$ cat src/hw/rtl/csvtok_pkg.sv
package csvtok_pkg;

   localparam int COL_W      = 6;
   localparam int OUT_COL_W  = 5;
   localparam int CMDQ_DEPTH = 4;
   localparam int CMDQ_PTR_W = $clog2(CMDQ_DEPTH);
   localparam int CMDQ_CNT_W = $clog2(CMDQ_DEPTH + 1);

   localparam logic [7:0] QUOTE_CHAR = 8'h22;
   localparam logic [7:0] COMMA_CHAR = 8'h2C;

   localparam logic KIND_DATA      = 1'b0;
   localparam logic KIND_FIELD_END = 1'b1;

   typedef struct packed {
      logic [7:0] char_code;
      logic       line_end;
   } req_item_type;

   typedef struct packed {
      logic                 kind;
      logic [7:0]           data_byte;
      logic [OUT_COL_W-1:0] column;
      logic                 is_header;
      logic                 row_end;
      logic                 last;
   } rsp_item_type;

   // work left by one accepted item for the back end
   typedef struct packed {
      logic             hdr;
      logic [7:0]       char_code;
      logic             do_data;
      logic             do_comma;
      logic             comma_end;
      logic [COL_W-1:0] col;
      logic             do_pad;
      logic [COL_W-1:0] pad_col;
      logic [COL_W-1:0] lim;
   } cmd_type;

   typedef enum logic [1:0] {
      PH_DATA,
      PH_COMMA,
      PH_PAD
   } phase_type;

endpackage

$ cat src/hw/rtl/csvtok_front.sv
module csvtok_front import csvtok_pkg::*; #(
   parameter int MAX_COLUMNS = 32
) (
   input  logic         clock,
   input  logic         reset,
   input  logic         accept,
   input  req_item_type item,
   output logic         cmd_push,
   output cmd_type      cmd
);

   localparam logic [COL_W-1:0] MAX_LIM = COL_W'(MAX_COLUMNS);

   logic             in_quotes_ff, in_quotes_in;
   logic             quote_pending_ff, quote_pending_in;
   logic             field_empty_ff, field_empty_in;
   logic [COL_W-1:0] column_index_ff, column_index_in;
   logic [COL_W-1:0] header_count_ff, header_count_in;
   logic             header_done_ff, header_done_in;

   logic [7:0]       c;
   logic             le;
   logic [COL_W-1:0] lim;
   logic             plain, append, comma, col_ok;
   logic [COL_W-1:0] col_after;
   logic             do_data, do_comma, do_pad;
   logic             iq_mid, qp_mid, fe_mid;

   always_comb begin
      c      = item.char_code;
      le     = item.line_end;
      lim    = header_done_ff ? header_count_ff : MAX_LIM;
      plain  = 1'b0;
      append = 1'b0;
      comma  = 1'b0;
      iq_mid = in_quotes_ff;
      qp_mid = quote_pending_ff;

      if (quote_pending_ff) begin
         qp_mid = 1'b0;
         if (c == QUOTE_CHAR) begin
            append = 1'b1;
         end else begin
            iq_mid = 1'b0;
            plain  = 1'b1;
         end
      end else if (in_quotes_ff) begin
         if (c == QUOTE_CHAR) begin
            qp_mid = 1'b1;
         end else begin
            append = 1'b1;
         end
      end else begin
         plain = 1'b1;
      end

      if (plain) begin
         if (c == COMMA_CHAR) begin
            comma = 1'b1;
         end else if (c == QUOTE_CHAR && field_empty_ff) begin
            iq_mid = 1'b1;
         end else begin
            append = 1'b1;
         end
      end

      fe_mid = field_empty_ff;
      if (append) begin
         fe_mid = 1'b0;
      end
      if (comma) begin
         fe_mid = 1'b1;
      end

      col_ok    = column_index_ff < lim;
      do_data   = append && col_ok;
      do_comma  = comma && col_ok;
      col_after = do_comma ? column_index_ff + COL_W'(1) : column_index_ff;
      do_pad    = le && (col_after < lim);
   end

   always_comb begin
      in_quotes_in     = in_quotes_ff;
      quote_pending_in = quote_pending_ff;
      field_empty_in   = field_empty_ff;
      column_index_in  = column_index_ff;
      header_count_in  = header_count_ff;
      header_done_in   = header_done_ff;
      if (accept) begin
         in_quotes_in     = iq_mid;
         quote_pending_in = qp_mid;
         field_empty_in   = fe_mid;
         column_index_in  = col_after;
         if (le) begin
            if (!header_done_ff) begin
               header_count_in = do_pad ? col_after + COL_W'(1) : lim;
            end
            header_done_in   = 1'b1;
            column_index_in  = '0;
            in_quotes_in     = 1'b0;
            quote_pending_in = 1'b0;
            field_empty_in   = 1'b1;
         end
      end
   end

   always_ff @(posedge clock) begin
      if (reset) begin
         in_quotes_ff     <= 1'b0;
         quote_pending_ff <= 1'b0;
         field_empty_ff   <= 1'b1;
         column_index_ff  <= '0;
         header_count_ff  <= '0;
         header_done_ff   <= 1'b0;
      end else begin
         in_quotes_ff     <= in_quotes_in;
         quote_pending_ff <= quote_pending_in;
         field_empty_ff   <= field_empty_in;
         column_index_ff  <= column_index_in;
         header_count_ff  <= header_count_in;
         header_done_ff   <= header_done_in;
      end
   end

   always_comb begin
      cmd_push      = accept && (do_data || do_comma || do_pad);
      cmd.hdr       = !header_done_ff;
      cmd.char_code = c;
      cmd.do_data   = do_data;
      cmd.do_comma  = do_comma;
      cmd.comma_end = (column_index_ff + COL_W'(1)) == lim;
      cmd.col       = column_index_ff;
      cmd.do_pad    = do_pad;
      cmd.pad_col   = col_after;
      cmd.lim       = lim;
   end

   a_col_in_limit: assert property (@(posedge clock) disable iff (reset)
      column_index_ff <= lim)
      else $error("column index beyond column limit");

   a_header_nonzero: assert property (@(posedge clock) disable iff (reset)
      header_done_ff |-> (header_count_ff != '0))
      else $error("header done with zero columns");

endmodule

$ cat src/hw/rtl/csvtok_cmdq.sv
module csvtok_cmdq import csvtok_pkg::*; (
   input  logic    clock,
   input  logic    reset,
   input  logic    wr_en,
   input  cmd_type wr_cmd,
   output logic    full,
   input  logic    rd_en,
   output logic    head_valid,
   output cmd_type head_cmd
);

   cmd_type                slot_ff [CMDQ_DEPTH];
   logic [CMDQ_PTR_W-1:0]  wr_ptr_ff, wr_ptr_in;
   logic [CMDQ_PTR_W-1:0]  rd_ptr_ff, rd_ptr_in;
   logic [CMDQ_CNT_W-1:0]  count_ff, count_in;
   logic                   do_wr, do_rd;

   always_comb begin
      full       = count_ff == CMDQ_CNT_W'(CMDQ_DEPTH);
      head_valid = count_ff != '0;
      head_cmd   = slot_ff[rd_ptr_ff];
      do_wr      = wr_en && !full;
      do_rd      = rd_en && head_valid;
      wr_ptr_in  = do_wr ? wr_ptr_ff + CMDQ_PTR_W'(1) : wr_ptr_ff;
      rd_ptr_in  = do_rd ? rd_ptr_ff + CMDQ_PTR_W'(1) : rd_ptr_ff;
      count_in   = count_ff;
      if (do_wr && !do_rd) begin
         count_in = count_ff + CMDQ_CNT_W'(1);
      end else if (do_rd && !do_wr) begin
         count_in = count_ff - CMDQ_CNT_W'(1);
      end
   end

   always_ff @(posedge clock) begin
      if (reset) begin
         wr_ptr_ff <= '0;
         rd_ptr_ff <= '0;
         count_ff  <= '0;
      end else begin
         wr_ptr_ff <= wr_ptr_in;
         rd_ptr_ff <= rd_ptr_in;
         count_ff  <= count_in;
      end
   end

   always_ff @(posedge clock) begin
      if (do_wr) begin
         slot_ff[wr_ptr_ff] <= wr_cmd;
      end
   end

   a_count_bound: assert property (@(posedge clock) disable iff (reset)
      count_ff <= CMDQ_CNT_W'(CMDQ_DEPTH))
      else $error("command queue over-filled");

   a_ptr_gap: assert property (@(posedge clock) disable iff (reset)
      (count_ff == '0) |-> (wr_ptr_ff == rd_ptr_ff))
      else $error("command queue pointers disagree with count");

endmodule

$ cat src/hw/rtl/csvtok_back.sv
module csvtok_back import csvtok_pkg::*; (
   input  logic         clock,
   input  logic         reset,
   input  logic         head_valid,
   input  cmd_type      head_cmd,
   output logic         head_pop,
   output logic         empty,
   input  logic         pop,
   output rsp_item_type rsp_item
);

   phase_type        phase_ff, phase_in;
   logic [COL_W-1:0] pad_k_ff, pad_k_in;
   logic             rsp_valid_ff, rsp_valid_in;
   rsp_item_type     rsp_item_ff, rsp_item_in;

   logic             out_ready, fire;
   logic             cur_data, cur_comma;
   logic [COL_W-1:0] k;
   logic             item_last;

   // pick the first piece of work still owed by the head command
   always_comb begin
      out_ready = !rsp_valid_ff || pop;
      fire      = head_valid && out_ready;
      cur_data  = (phase_ff == PH_DATA) && head_cmd.do_data;
      cur_comma = !cur_data && (phase_ff != PH_PAD) && head_cmd.do_comma;
      k         = (phase_ff == PH_PAD) ? pad_k_ff : head_cmd.pad_col;
      if (cur_data) begin
         item_last = !head_cmd.do_comma && !head_cmd.do_pad;
      end else if (cur_comma) begin
         item_last = !head_cmd.do_pad;
      end else begin
         item_last = (k + COL_W'(1)) == head_cmd.lim;
      end
   end

   always_comb begin
      phase_in = phase_ff;
      pad_k_in = pad_k_ff;
      if (fire) begin
         if (item_last) begin
            phase_in = PH_DATA;
         end else if (cur_data) begin
            phase_in = PH_COMMA;
         end else if (cur_comma) begin
            phase_in = PH_PAD;
            pad_k_in = head_cmd.pad_col;
         end else begin
            phase_in = PH_PAD;
            pad_k_in = k + COL_W'(1);
         end
      end
   end

   always_comb begin
      head_pop              = fire && item_last;
      rsp_item_in.is_header = head_cmd.hdr;
      rsp_item_in.last      = item_last;
      if (cur_data) begin
         rsp_item_in.kind      = KIND_DATA;
         rsp_item_in.data_byte = head_cmd.char_code;
         rsp_item_in.column    = head_cmd.col[OUT_COL_W-1:0];
         rsp_item_in.row_end   = 1'b0;
      end else if (cur_comma) begin
         rsp_item_in.kind      = KIND_FIELD_END;
         rsp_item_in.data_byte = '0;
         rsp_item_in.column    = head_cmd.col[OUT_COL_W-1:0];
         rsp_item_in.row_end   = head_cmd.comma_end;
      end else begin
         rsp_item_in.kind      = KIND_FIELD_END;
         rsp_item_in.data_byte = '0;
         rsp_item_in.column    = k[OUT_COL_W-1:0];
         rsp_item_in.row_end   = item_last;
      end
      rsp_valid_in = fire ? 1'b1 : (pop ? 1'b0 : rsp_valid_ff);
   end

   always_ff @(posedge clock) begin
      if (reset) begin
         phase_ff     <= PH_DATA;
         pad_k_ff     <= '0;
         rsp_valid_ff <= 1'b0;
      end else begin
         phase_ff     <= phase_in;
         pad_k_ff     <= pad_k_in;
         rsp_valid_ff <= rsp_valid_in;
      end
   end

   always_ff @(posedge clock) begin
      if (fire) begin
         rsp_item_ff <= rsp_item_in;
      end
   end

   assign empty    = !rsp_valid_ff;
   assign rsp_item = rsp_item_ff;

   a_pad_in_range: assert property (@(posedge clock) disable iff (reset)
      (phase_ff == PH_PAD && head_valid) |-> (pad_k_ff < head_cmd.lim))
      else $error("padding column beyond column limit");

   a_phase_has_head: assert property (@(posedge clock) disable iff (reset)
      (phase_ff != PH_DATA) |-> head_valid)
      else $error("mid-command phase with no command at head");

endmodule

$ cat src/hw/rtl/csv_row_field_tokenizer_core.sv
// channel   ports                         handshake
// input     req_item, push, full          taken when push & !full
// result    rsp_item, empty, pop          taken when pop & !empty
//
// one input item is taken per cycle while the four-entry command queue has room
// the back end emits one result per cycle unless pop stalls, one item at a time
// a row-end item emits up to MAX_COLUMNS results from the padding counter
// an item's work passes the command queue, then the result register, to the ports
// reset clears quote state, column counters, the command queue and the result valid flag
// a stalled pop holds the back end, which fills the queue and then raises full
module csv_row_field_tokenizer_core import csvtok_pkg::*; #(
   parameter int MAX_COLUMNS = 32
) (
   input  logic         clock,
   input  logic         reset,
   input  logic         push,
   output logic         full,
   input  req_item_type req_item,
   output logic         empty,
   input  logic         pop,
   output rsp_item_type rsp_item
);

   logic    accept;
   logic    cmd_push;
   cmd_type cmd;
   logic    head_valid;
   logic    head_pop;
   cmd_type head_cmd;

   assign accept = push && !full;

   csvtok_front #(
      .MAX_COLUMNS(MAX_COLUMNS)
   ) u_front (
      .clock   (clock),
      .reset   (reset),
      .accept  (accept),
      .item    (req_item),
      .cmd_push(cmd_push),
      .cmd     (cmd)
   );

   csvtok_cmdq u_cmdq (
      .clock     (clock),
      .reset     (reset),
      .wr_en     (cmd_push),
      .wr_cmd    (cmd),
      .full      (full),
      .rd_en     (head_pop),
      .head_valid(head_valid),
      .head_cmd  (head_cmd)
   );

   csvtok_back u_back (
      .clock     (clock),
      .reset     (reset),
      .head_valid(head_valid),
      .head_cmd  (head_cmd),
      .head_pop  (head_pop),
      .empty     (empty),
      .pop       (pop),
      .rsp_item  (rsp_item)
   );

endmodule

$ cat config.mk
export PLATFORM = sky130hd
export DESIGN_NAME = csv_row_field_tokenizer_core
export DESIGN_NICKNAME = d
export VERILOG_FILES = /design/src/hw/rtl/csvtok_pkg.sv /design/src/hw/rtl/csvtok_front.sv /design/src/hw/rtl/csvtok_cmdq.sv /design/src/hw/rtl/csvtok_back.sv /design/src/hw/rtl/csv_row_field_tokenizer_core.sv
export SDC_FILE = /design/constraint.sdc
export NUM_CORES = 1
export LEC_CHECK = 0
export ABC_AREA = 1
export BUFFER_PORTS_ARGS = -buffer_cell sky130_fd_sc_hd__buf_4
export CAP_MARGIN = 20
export CORE_MARGIN = 2
export CORE_UTILIZATION = 50
export DETAILED_ROUTE_END_ITERATION = 10
export GPL_TIMING_DRIVEN = 0
export MAX_ROUTING_LAYER = met4
export PLACE_DENSITY_LB_ADDON = 0.1
export SKIP_LAST_GASP = 1
export SLEW_MARGIN = 0
export SYNTH_ARGS = -nofsm -noshare
export SYNTH_HDL_FRONTEND = slang
export SYNTH_SLANG_ARGS = --single-unit
$ cat constraint.sdc
create_clock -name clock -period 10.3 [get_ports clock]
set_input_delay 0 -clock clock [delete_from_list [all_inputs] [get_ports clock]]
set_output_delay 0 -clock clock [all_outputs]
set_load 0.01 [all_outputs]
==> results.py, run 1 <==
metrics = {
    "run_status": {
        "outcome": "complete, no violations",
    },
    "sta": {
        "pins_over_slew_limit": 0,
        "finalHoldViolCount": 0,
        "timing.final.crit_share": 0.5003,
        "fmax_ghz": 0.1941,
        "worst-slew-pin-transition_ps": 965.9,
        "grt_setup_unrepaired": "false",
        "skew_ps": 8.610,
        "finalSetupViolations": 0,
        "finalCriticalPeriod_ps": 5153,
        "fin_tns_setup_ps": 0,
        "slew_headroom": 0.3501,
    },
    "synth": {
        "synth_area_mm2": 0.007860,
        "synth_seq_cells": 171,
        "synthesis.instances": 765,
        "synthFlopType": "edfxtp_1",
        "post_synth_fa_ha_maj_area_fraction": 0.03279,
        "avgSynthCellArea_um2": 10.27,
        "synth.top_cell.area_share": 0.5234,
        "synth_xor_xnor_area_share": 0.01114,
        "synth_top_family_by_area": "simple AND/OR/NAND/NOR gates",
        "async_flop_share": 0,
        "yosys.cell_types.count": 50,
        "synth_compound_area_frac": 0.09408,
        "synth.top_cells.by_area": "edfxtp_1, dfxtp_1, nand2_1",
        "synth.yosys.seq_area_share": 0.6100,
        "synth-simple-area-share": 0.1985,
        "synth.yosys.warnings": 0,
        "number_of_synthesized_flops_with_an_enable_pin": 137,
        "synth.mux.area_fraction": 0,
        "synth_top_cell_by_area": "edfxtp_1",
        "postSynthNetCount": 798,
    },
    "route": {
        "wl_per_cell_um": 17.01,
        "routed_wl_um": 17940,
        "drcViolationCount": 0,
        "drt_first_iter_violations": 552,
        "vias_per_cell": 5.363,
        "routed-via-count": 5658,
        "detail_route.first_pass.iterations": 5,
        "antenna_left": 0,
    },
    "grt": {
        "grt.overflow.total": 0,
        "grt_usage": 0.2379,
        "grt_start_max_net_pins": 23,
        "grt_pass1_wl_um": 28770,
        "grt_antenna_before_repair": 0,
        "first_global_vias": 5506,
    },
    "setup_path": {
        "critPathLaunch": "u_front.header_done_ff",
        "rrSetupSlack_ps": 5150,
        "worstReg2RegStart": "u_front.header_done_ff",
        "crit_path_end_kind": "register",
        "critical_path_required_ps": 10610,
        "r2r_endpoint": "u_cmdq.count_ff[2]",
        "worstSetupStartpointType": "register",
        "critical_path.max_fanout": 9,
        "setup.worst_path.class": "register to register",
        "worst_r2r_path_depth": 24,
        "worst-endpoint-arrival_ps": 5460,
    },
    "clock_tree": {
        "cts_sinks": 171,
        "postCtsHoldBufs": 11,
        "clock_transition_time_at_the_flip_flop_clock_pins_of_the_worst_setup_and_hold_paths_ps": 70,
        "cts.root.buffer_cell": "clkbuf_16",
        "numCtsBuffers": 17,
        "ctsResizeCount": 0,
        "total_number_of_h_tree_levels": 4,
        "postCtsSetupBuffers": 0,
        "tritoncts": "yes",
        "clk-insertion-delay-late_ps": 420,
        "clockBufferDepth": 2,
    },
    "power": {
        "p_sw_frac": 0.3512,
        "switching_power_mw": 0.8017,
        "comb_power_share": 0.319,
        "p_clk_frac": 0.282,
        "power.ir.vdd_worst_mv": 0.1348,
        "power.leakage_nw": 3.589,
        "power_density_mw_per_mm2": 247.6,
        "power_report.internal_total_mw": 1.481,
        "seqPwrFrac": 0.399,
    },
    "die": {
        "fp.dieH_um": 129.4,
        "initial_utilization": 0.5151,
        "fp.dieW_um": 129.4,
        "floorplan.rows": 45,
        "dieArea_mm2": 0.01674,
        "num_io_pins": 32,
        "core_area_mm2": 0.01526,
    },
    "placement": {
        "portBuffers": 31,
        "detailedPlacementHpwl_um": 12670,
        "dp.cells": 1012,
        "placed_cell_area_mm2": 0.008511,
        "place_congestion": 0.8698,
    },
    "finish": {
        "post_route_cells_drive_above_1_share": 0.1576,
        "postLayoutCellArea_mm2": 0.009221,
        "final-instance-count-excl-fill": 1055,
        "final_net_count": 864,
        "diodes": 0,
        "area_growth_pct": 17.32,
    },
    "worst_hold_path": {
        "hold_end": "u_front.header_done_ff",
        "worstHoldPathCells": 5,
        "worst_hold_start": "push",
        "min_path_type": "primary input to register",
    },
    "job": {
        "timing.max_cap.violations": 0,
    },
}
-- cell usage after synthesis (2+ instances only) --
library cell and n:
o21ai_2 3, nand2_2 11, o21ai_1 6, dfxtp_1 34
nand3b_1 3, nand2_4 4, nor2_2 5, buf_2 3
nor3_1 2, a21oi_1 48, o21ai_0 54, o21bai_1 2
inv_2 6, nand3_2 9, nor2_1 85, edfxtp_1 137
a32oi_1 3, xor2_1 7, ha_1 19, nand3_1 45
o22ai_1 6, clkbuf_1 13, buf_4 3, xnor2_1 3
nand3_4 3, nand4_1 9, buf_6 3, nor2b_1 2
nand2_1 158, inv_1 59
-- power groups by stage --
stage / logic, mW / clock network (mW) / registers, mW
floorplan: 0.454 / 0 / 0.941
global placement: 0.678 / 0 / 0.929
detailed placement: 0.726 / 0 / 0.925
CTS: 0.732 / 0.652 / 0.911
global route: 0.809 / 0.681 / 0.920
finish: 0.729 / 0.644 / 0.910
-- metal layers --
layer  GRT usage  up-vias  wire length [um]
li1            -     2770                 -
met1      0.3216     2716              8161
met2      0.3650      153              8551
met3     0.04666       19               921
met4     0.07609        0               309
met5           -        -                 0
-- through the flow --
| step | power, mW | worst slack [ps] | utilization | hold WS [ps] |
|---|---|---|---|---|
| after global placement | 1.606 | 3752 | 0.5477 | 209.4 |
| after detailed placement | 1.651 | 5145 | 0.5578 | 212.6 |
| after global routing | 2.409 | 4668 | 0.6043 | 131.2 |
| after floorplan | 1.396 | 5657 | - | 78.47 |
| final | 2.283 | 5147 | 0.6043 | 103.5 |
| after CTS | 2.294 | 5127 | 0.6043 | 68.61 |
-- cell families after synthesis --
| family | after synthesis |
|---|---|
| AND/OR/NAND/NOR | 340 |
| flip-flops | 171 |
| AO/OA/AOI/OAI | 132 |
| buffers and inverters | 92 |
| adder cells (fa/ha/maj) | 20 |
| XOR/XNOR | 10 |
-- worst max path at each step --
stage	end
2_1_floorplan	u_cmdq.slot_ff[0][0]
3_3_place_gp	u_cmdq.slot_ff[1][15]
3_5_place_dp	u_cmdq.count_ff[2]
4_1_cts	u_cmdq.count_ff[2]
5_1_grt	u_cmdq.count_ff[2]
6_report	u_cmdq.count_ff[2]
-- registers in the layout, indices dropped and copies added, names as in the netlist, named ones only --
signal and count:
u_cmdq.rd_ptr_ff 2, u_back.pad_k_ff 6, u_front.header_count_ff 6, u_back.rsp_item 17, u_front.header_done_ff 1, u_back.phase_ff 2
u_front.field_empty_ff 1, u_front.quote_pending_ff 1, u_back.rsp_valid_ff 1, u_front.column_index_ff 6, u_front.in_quotes_ff 1, u_cmdq.wr_ptr_ff 2
u_cmdq.count_ff 3, u_cmdq.slot_ff 120
-- layout make-up --
type	count	area (um2)
sequential	171	4795
clock inverter	15	175.2
buffer	24	155.1
tap	211	264.0
clock buffer	17	425.4
timing repair buffer	47	457.9
inverter	68	265.3
multi-input combinational	502	2684
fill	1265	6037
-- critical path: stages, from the launching register on --
cell,delay [ps]
dfxtp_1,430
inv_1,170
nor2_1,290
ha_1,310
nand2_1,80
o21bai_1,110
nand2_1,80
nor2_2,190
nand3_2,200
o21ai_1,650
ha_1,390
nand3_1,90
nand2_1,50
a41oi_1,180
nand2_1,130
nand2_1,180
nand2_1,270
inv_1,150
ha_1,150
inv_1,60
fa_1,380
a21oi_1,140
o21ai_0,110
o21ai_0,160
a21oi_1,50
-- cell usage in the layout (no fill, tap or decap), drive strengths merged, types with 19 or more instances in the layout --
cell	count
nand2	173
edfxtp	137
nor2	91
inv	75
o21ai	63
nand3	57
a21oi	49
buf	47
dfxtp	34
clkbuf	30
ha	19
(Power assumes the default switching activity.)
==> inputs of run 2 (changes only) <==
Settings changed: ABC_AREA 1 to 0.
Clock period 10.3 ns to 4.4 ns, I/O delays scaled along.
==> run 2 against run 1 <==
Effect of this change: the run now ends with negative setup slack left; total power increased by 150%; count of clock-buffer cells in the layout up 4; via count down 11%; hold slack worse by 76 ps; synthesized area is 4.1% lower; largest power group unchanged; highest routed layer unchanged.
==> results.py, run 2 <==
metrics = {
    "sta": {
        "grt_setup_unrepaired": "true",
        "finalSetupViolations": 124,
        "slew_headroom": 0.3679,
        "layout_setup_ws_ps": -423.1,
        "pins_over_slew_limit": 0,
        "fmax_ghz": 0.2073,
        "worst-slew-pin-transition_ps": 947.1,
        "finalCriticalPeriod_ps": 4823,
        "skew_ps": 8.969,
        "timing.final.crit_share": 1.096,
        "finalHoldViolCount": 0,
    },
    "route": {
        "vias_per_cell": 6.040,
        "routed-via-count": 5031,
        "drcViolationCount": 0,
        "antenna_left": 0,
        "routed_wl_um": 18910,
        "drt_first_iter_violations": 573,
        "detail_route.first_pass.iterations": 5,
        "wl_per_cell_um": 22.70,
    },
    "grt": {
        "grt.overflow.total": 0,
        "first_global_vias": 4917,
        "grt_usage": 0.2404,
        "grt_antenna_before_repair": 0,
        "grt_start_max_net_pins": 31,
        "grt_pass1_wl_um": 27450,
    },
    "synth": {
        "synth_top_cells_by_count": "edfxtp_1, nand2_1, nor2_1",
        "synthesis.instances": 530,
        "synth.top_cell.area_share": 0.5455,
        "yosys.cell_types.count": 53,
        "synth.yosys.warnings": 0,
        "synth.yosys.seq_area_share": 0.6358,
        "synthFlopType": "edfxtp_1",
        "async_flop_share": 0,
        "synth_area_mm2": 0.007541,
        "synth.top_cells.by_area": "edfxtp_1, dfxtp_1, mux4_2",
        "synth.most_common_cell": "edfxtp_1",
        "number_of_synthesized_flops_with_an_enable_pin": 137,
        "synth_top_cell_by_area": "edfxtp_1",
        "synth_seq_cells": 171,
        "avgSynthCellArea_um2": 14.23,
        "postSynthNetCount": 563,
    },
    "placement": {
        "portBuffers": 29,
        "detailedPlacementHpwl_um": 10590,
        "dp.cells": 743,
        "detailedPlace.worstSlack_ps": -1081,
        "place_congestion": 0.9085,
    },
    "setup_path": {
        "r2r_endpoint": "u_cmdq.count_ff[2]",
        "worst_r2r_path_depth": 25,
        "rrSetupSlack_ps": -420,
        "setup.worst_path.class": "register to register",
        "worstReg2RegStart": "u_front.header_done_ff",
        "worstSetupStartpointType": "register",
        "crit_path_end_kind": "register",
        "critical_path_required_ps": 4760,
        "worst-endpoint-arrival_ps": 5180,
        "critical_path.max_fanout": 7,
    },
    "run_status": {
        "outcome": "complete, but fails checks",
        "violations": "negative setup slack",
    },
    "die": {
        "dieArea_mm2": 0.01608,
        "floorplan.rows": 44,
        "num_io_pins": 32,
        "fp.dieH_um": 126.8,
        "core_area_mm2": 0.01464,
        "fp.dieW_um": 126.8,
        "initial_utilization": 0.5150,
    },
    "finish": {
        "diodes": 0,
        "layout.cells.most_common_list": "edfxtp_1, buf_4, nor2_1",
        "final_net_count": 669,
        "register_area_mm2": 0.004803,
        "final-instance-count-excl-fill": 833,
        "post_route_cells_drive_above_1_share": 0.3097,
        "max_flop_register": "u_cmdq.slot_ff",
        "finalCoreUtilization": 0.6439,
        "multi_input_area_mm2": 0.002930,
        "area_growth_pct": 25.04,
        "num-fill-cells": 1064,
        "largest_register_ff_count": 120,
        "final_common_cell": "edfxtp_1",
    },
    "clock_tree": {
        "clockBufferDepth": 2,
        "total_number_of_h_tree_levels": 4,
        "cts_sinks": 171,
        "tritoncts": "yes",
        "cts.root.buffer_cell": "clkbuf_16",
        "clk-insertion-delay-late_ps": 440,
        "numCtsBuffers": 17,
        "clock_transition_time_at_the_flip_flop_clock_pins_of_the_worst_setup_and_hold_paths_ps": 70,
    },
    "power": {
        "power_density_mw_per_mm2": 596.9,
        "power.leakage_nw": 3.437,
        "power.ir.vdd_worst_mv": 0.3515,
    },
    "job": {
        "timing.max_cap.violations": 0,
    },
    "worst_hold_path": {
        "worstHoldPathCells": 4,
        "worst_hold_start": "push",
        "hold_end": "u_front.column_index_ff[2]",
        "min_path_type": "primary input to register",
    },
}
## run 2: cell types whose count changed in the layout (fill, tap and decap cells not counted), moves of 27 or more
| cell | before | now |
|---|---|---|
| mux4_2 | 0 | 28 |
| o21ai_0 | 54 | 10 |
| nand3_1 | 45 | 14 |
| nor2_1 | 81 | 39 |
| a21oi_1 | 48 | 21 |
| nand2_1 | 158 | 36 |
| inv_1 | 59 | 17 |
## run 2: area by class of cell
cell class	instances	area share
Multi-Input combinational cell	329	0.3108
Buffer	19	0.01314
Clock inverter	11	0.01208
Tap cell	184	0.02442
Clock buffer	21	0.04883
Timing Repair Buffer	76	0.07258
Inverter	22	0.008758
Sequential cell	171	0.5094
## run 2: timing repair
| item | CTS | global route |
|---|---|---|
| endpoints found under the hold margin | 33 | 0 |
| hold buffers | 9 | 0 |
| resized for setup | 38 | 36 |
| buffers inserted | 28 | 17 |
| pin swaps | 11 | 4 |
| gates cloned | 3 | 9 |
| setup endpoints to repair | 125 | 134 |
## run 2: kinds of logic after synthesis
logic type | share of synthesized area
compound gates | 0.05890
xor+xnor | 0.03717
fa+ha+maj | 0.03418
buf+inv | 0.02323
flops | 0.6358
mux | 0.1088
simple gates | 0.1019
## run 2: critical path, cell delays in order (launching register included)
cell	delay, ps
dfxtp_2	340
clkbuf_16	160
nand2_8	60
ha_4	240
nor2b_4	120
o21ai_2	130
a21oi_2	90
o21ai_2	220
nand3_2	170
nor2_4	150
xor2_2	180
ha_1	300
nand4_1	130
nand4b_1	170
or4_4	470
nor4_4	290
nor3_2	90
inv_2	70
o31a_1	140
clkbuf_8	140
ha_4	120
inv_2	30
fa_2	320
xor2_1	150
or3_1	310
a21oi_1	120
## run 2: through the flow
stage          cell area (um2)  TNS (ps)  total power, mW  hold WS, ps
2_1_floorplan             7627    -237.4            3.432        98.87
3_3_place_gp              8075   -126150            3.928        205.9
3_5_place_dp              8075   -129670            3.985        214.8
4_1_cts                   9123     -7581            5.508        11.75
5_1_grt                   9429    -46870            5.894        68.61
6_report                  9429    -26000            5.629        27.48
## run 2: power by group
part           leakage (nW)  total, mW  switching, mW  internal (mW)
Combinational          1.60       1.96           1.08          0.884
Sequential             1.57       2.21          0.120           2.09
Clock                 0.270       1.45          0.637          0.818
## run 2: worst max-delay path by stage
stage	from	end	slack (ps)	cells past startpoint
final	u_front.header_done_ff	u_cmdq.count_ff[2]	-420	25
after global routing	u_front.header_done_ff	u_cmdq.count_ff[2]	-610	25
after CTS	u_front.header_done_ff	u_cmdq.count_ff[2]	-260	25
after detailed placement	u_front.column_index_ff[0]	u_cmdq.slot_ff[1][22]	-1080	19
after global placement	u_front.header_done_ff	u_cmdq.slot_ff[3][29]	-1040	19
after floorplan	u_front.header_done_ff	u_cmdq.count_ff[2]	-240	25
## run 2: layer usage
layer | up-vias | part of all wire | track usage | wire [um]
met2 | 206 | 0.48 | 0.3729 | 9147
met4 | 0 | 0.025 | 0.09244 | 475
met5 | - | 0 | - | 0
li1 | 2241 | - | - | -
met3 | 44 | 0.065 | 0.05694 | 1229
met1 | 2540 | 0.43 | 0.3105 | 8052
==> inputs of run 3 (changes only) <==
Settings changed: CELL_PAD_IN_SITES_DETAIL_PLACEMENT from default to 0, CELL_PAD_IN_SITES_GLOBAL_PLACEMENT from default to 1, CORE_UTILIZATION 50 to 47.
==> run 3 against run 2 <==
Effect of this change: the flow still finishes with violations (negative setup slack); sequential cell count stayed put; register-to-register slack gained 80 ps; cell count is 7.1% higher; combinational power rose by 2%; sequential share of layout area fell by 1.5 points; clock skew is 1.3 ps lower; global-route usage shrank 1.3 points; maximum frequency up 1.7%; via count rose by 0.93%.
==> results.py, run 3 (same netlist as run 2, synthesis figures left out) <==
metrics = {
    "run_status": {
        "outcome": "complete, but fails checks",
        "violations": "negative setup slack",
    },
    "clock_tree": {
        "clock_transition_time_at_the_flip_flop_clock_pins_of_the_worst_setup_and_hold_paths_ps": 60,
        "cts.root.buffer_cell": "clkbuf_16",
        "tritoncts": "yes",
        "total_number_of_h_tree_levels": 4,
        "clockBufferDepth": 2,
        "clk-insertion-delay-late_ps": 420,
        "numCtsBuffers": 17,
        "cts_sinks": 171,
    },
    "power": {
        "power.leakage_nw": 3.634,
        "power.ir.vdd_worst_mv": 0.3180,
        "seqPwrFrac": 0.385,
        "switching_power_mw": 1.830,
        "comb_power_share": 0.349,
        "power_density_mw_per_mm2": 588.9,
        "power_report.internal_total_mw": 3.895,
        "p_clk_frac": 0.266,
        "p_sw_frac": 0.3196,
        "post-layout-total-power_mw": 5.725,
    },
    "grt": {
        "grt_usage": 0.2276,
        "globalRoute.busiestLayer": "met2",
        "met1_resource_use_gr": 0.3004,
        "grt_pass1_wl_um": 27190,
        "grt.overflow.total": 0,
        "grt_util_met2": 0.3529,
        "first_global_vias": 4959,
        "grt_antenna_before_repair": 0,
        "groute.layer.met3.usage": 0.04438,
        "grt_start_max_net_pins": 31,
    },
    "setup_path": {
        "crit_path_end_kind": "register",
        "cp_num_buf_inv": 5,
        "max_stage_delay_ps": 530,
        "worst-endpoint-arrival_ps": 5090,
        "r2r_endpoint": "u_cmdq.count_ff[2]",
        "cpMostUsedCell": "inv_2",
        "worstSetupStartpointType": "register",
        "setup.worst_path.class": "register to register",
        "worstReg2RegStart": "u_front.header_done_ff",
        "critical_path_required_ps": 4750,
        "critical_path.top_delay_family": "simple AND/OR/NAND/NOR gates",
        "rrSetupSlack_ps": -340,
        "worst_r2r_path_depth": 24,
        "worst_path_max_delay_cell": "or4_4",
        "critical_path.cell_chain": "buf_12 > nand2_4 > ha_1 > a21o_1 > o21a_2 > nor4_4 > xnor2_2 > inv_2 > ha_4 > a21o_1 > nand2_1 > nand4b_1 > or4_4 > a31oi_1 > nor3_2 > inv_2 > o31a_1 > clkbuf_8 > ha_4 > inv_2 > fa_2 > xor2_1 > or3_1 > a21oi_1",
        "critical_path.max_fanout": 7,
    },
    "worst_hold_path": {
        "worstHoldPathCells": 4,
        "hold_end": "u_front.column_index_ff[2]",
        "worst_hold_start": "push",
        "min_path_type": "primary input to register",
    },
    "placement": {
        "portBuffers": 29,
        "detailedPlace.worstSlack_ps": -1035,
        "place_congestion": 0.8107,
        "detailedPlacementHpwl_um": 10940,
    },
    "finish": {
        "layout.cells.most_common_list": "edfxtp_1, buf_4, nor2_1",
        "num-fill-cells": 1192,
        "largest_register_ff_count": 120,
        "final_net_count": 697,
        "area_growth_pct": 28.94,
        "max_flop_register": "u_cmdq.slot_ff",
        "post_route_cells_drive_above_1_share": 0.3388,
        "diodes": 0,
        "final_common_cell": "edfxtp_1",
    },
    "route": {
        "vias_per_cell": 5.693,
        "drcViolationCount": 0,
        "routed-via-count": 5078,
        "wl_per_cell_um": 21.82,
        "routed_wl_um": 19460,
        "detail_route.first_pass.iterations": 5,
        "drt_first_iter_violations": 390,
        "antenna_left": 0,
    },
    "die": {
        "floorplan.rows": 46,
        "fp.dieW_um": 130.7,
        "num_io_pins": 32,
        "initial_utilization": 0.4782,
        "fp.dieH_um": 130.7,
        "core_area_mm2": 0.01577,
        "dieArea_mm2": 0.01707,
    },
    "sta": {
        "layout_setup_ws_ps": -344.6,
        "worst-slew-pin-transition_ps": 892.6,
        "fmax_ghz": 0.2108,
        "pins_over_slew_limit": 0,
        "finalHoldViolCount": 0,
        "finalSetupViolations": 123,
        "grt_setup_unrepaired": "true",
        "finalCriticalPeriod_ps": 4745,
        "timing.final.crit_share": 1.078,
        "slew_headroom": 0.4049,
        "skew_ps": 7.652,
    },
    "job": {
        "timing.max_cap.violations": 0,
    },
}
## run 3: changes by cell type in the layout (fill, tap and decap cells not counted), sizes merged
cell / previous run / this run
inv: 25 / 26
clkinv: 3 / 4
and2: 17 / 16
clkbuf: 35 / 32
buf: 72 / 102
clkinvlp: 4 / 1
bufinv: 1 / 3
## run 3: layout make-up
type / count / area [um2] / share of cell area
Timing Repair Buffer: 105 / 938.4 / 0.09651
Tap cell: 216 / 270.3 / 0.02780
Multi-Input combinational cell: 328 / 2914 / 0.2997
Sequential cell: 171 / 4803 / 0.4940
Buffer: 19 / 118.9 / 0.01222
Clock buffer: 19 / 432.9 / 0.04452
Inverter: 22 / 82.58 / 0.008493
Clock inverter: 12 / 162.7 / 0.01673
## run 3: worst max path at each step
stage,from,end,slack (ps),cells after the start
floorplan,u_front.header_done_ff,u_cmdq.count_ff[2],-240,25
global placement,u_front.header_done_ff,u_cmdq.slot_ff[1][22],-1050,19
detailed placement,u_front.header_done_ff,u_cmdq.slot_ff[0][22],-1030,19
CTS,u_front.header_done_ff,u_cmdq.count_ff[2],-270,26
global route,u_front.header_done_ff,u_cmdq.count_ff[2],-590,24
finish,u_front.header_done_ff,u_cmdq.count_ff[2],-340,24
## run 3: worst register-to-register path: cells and delay by family, from the launching register on
kind	cells	cell delay, ps
buffers and inverters	5	490
AND/OR/NAND/NOR	7	1480
adder cells (fa/ha/maj)	4	950
XOR/XNOR	2	340
flip-flops	1	340
AO/OA/AOI/OAI	6	1060
## run 3: metal layers
metal / share of wire / wire length (um)
met1: 0.44 / 8569
met3: 0.049 / 960
met2: 0.48 / 9431
met4: 0.026 / 499
met5: 0 / 0
## run 3: power groups by stage
stage | registers, mW | clock network (mW) | logic [mW]
floorplan | 2.26 | 0 | 1.17
global placement | 2.23 | 0 | 1.72
detailed placement | 2.25 | 0 | 1.74
CTS | 2.21 | 1.55 | 1.79
global route | 2.24 | 1.61 | 2.16
finish | 2.21 | 1.52 | 2.00
## run 3: per-stage QoR
| step | hold slack [ps] | utilization | area (um2) | setup TNS [ps] | instances |
|---|---|---|---|---|---|
| floorplan | 98.87 | - | 7627 | -237.4 | 530 |
| global placement | 205.5 | 0.5146 | 8115 | -127330 | 775 |
| detailed placement | 209.7 | 0.5146 | 8115 | -123490 | 775 |
| CTS | 19.35 | 0.5870 | 9258 | -23290 | 859 |
| global route | 68.78 | 0.6166 | 9723 | -55870 | 892 |
| finish | 26.60 | 0.6166 | 9723 | -29440 | 892 |
## run 3: timing repair
action                                 CTS  global route
setup endpoints to repair              125           137
buffers inserted                        44            32
pin swaps                                9             6
hold buffers                             9             0
cloned                                   0            11
endpoints found under the hold margin   33             0
gates resized for setup                 33            46
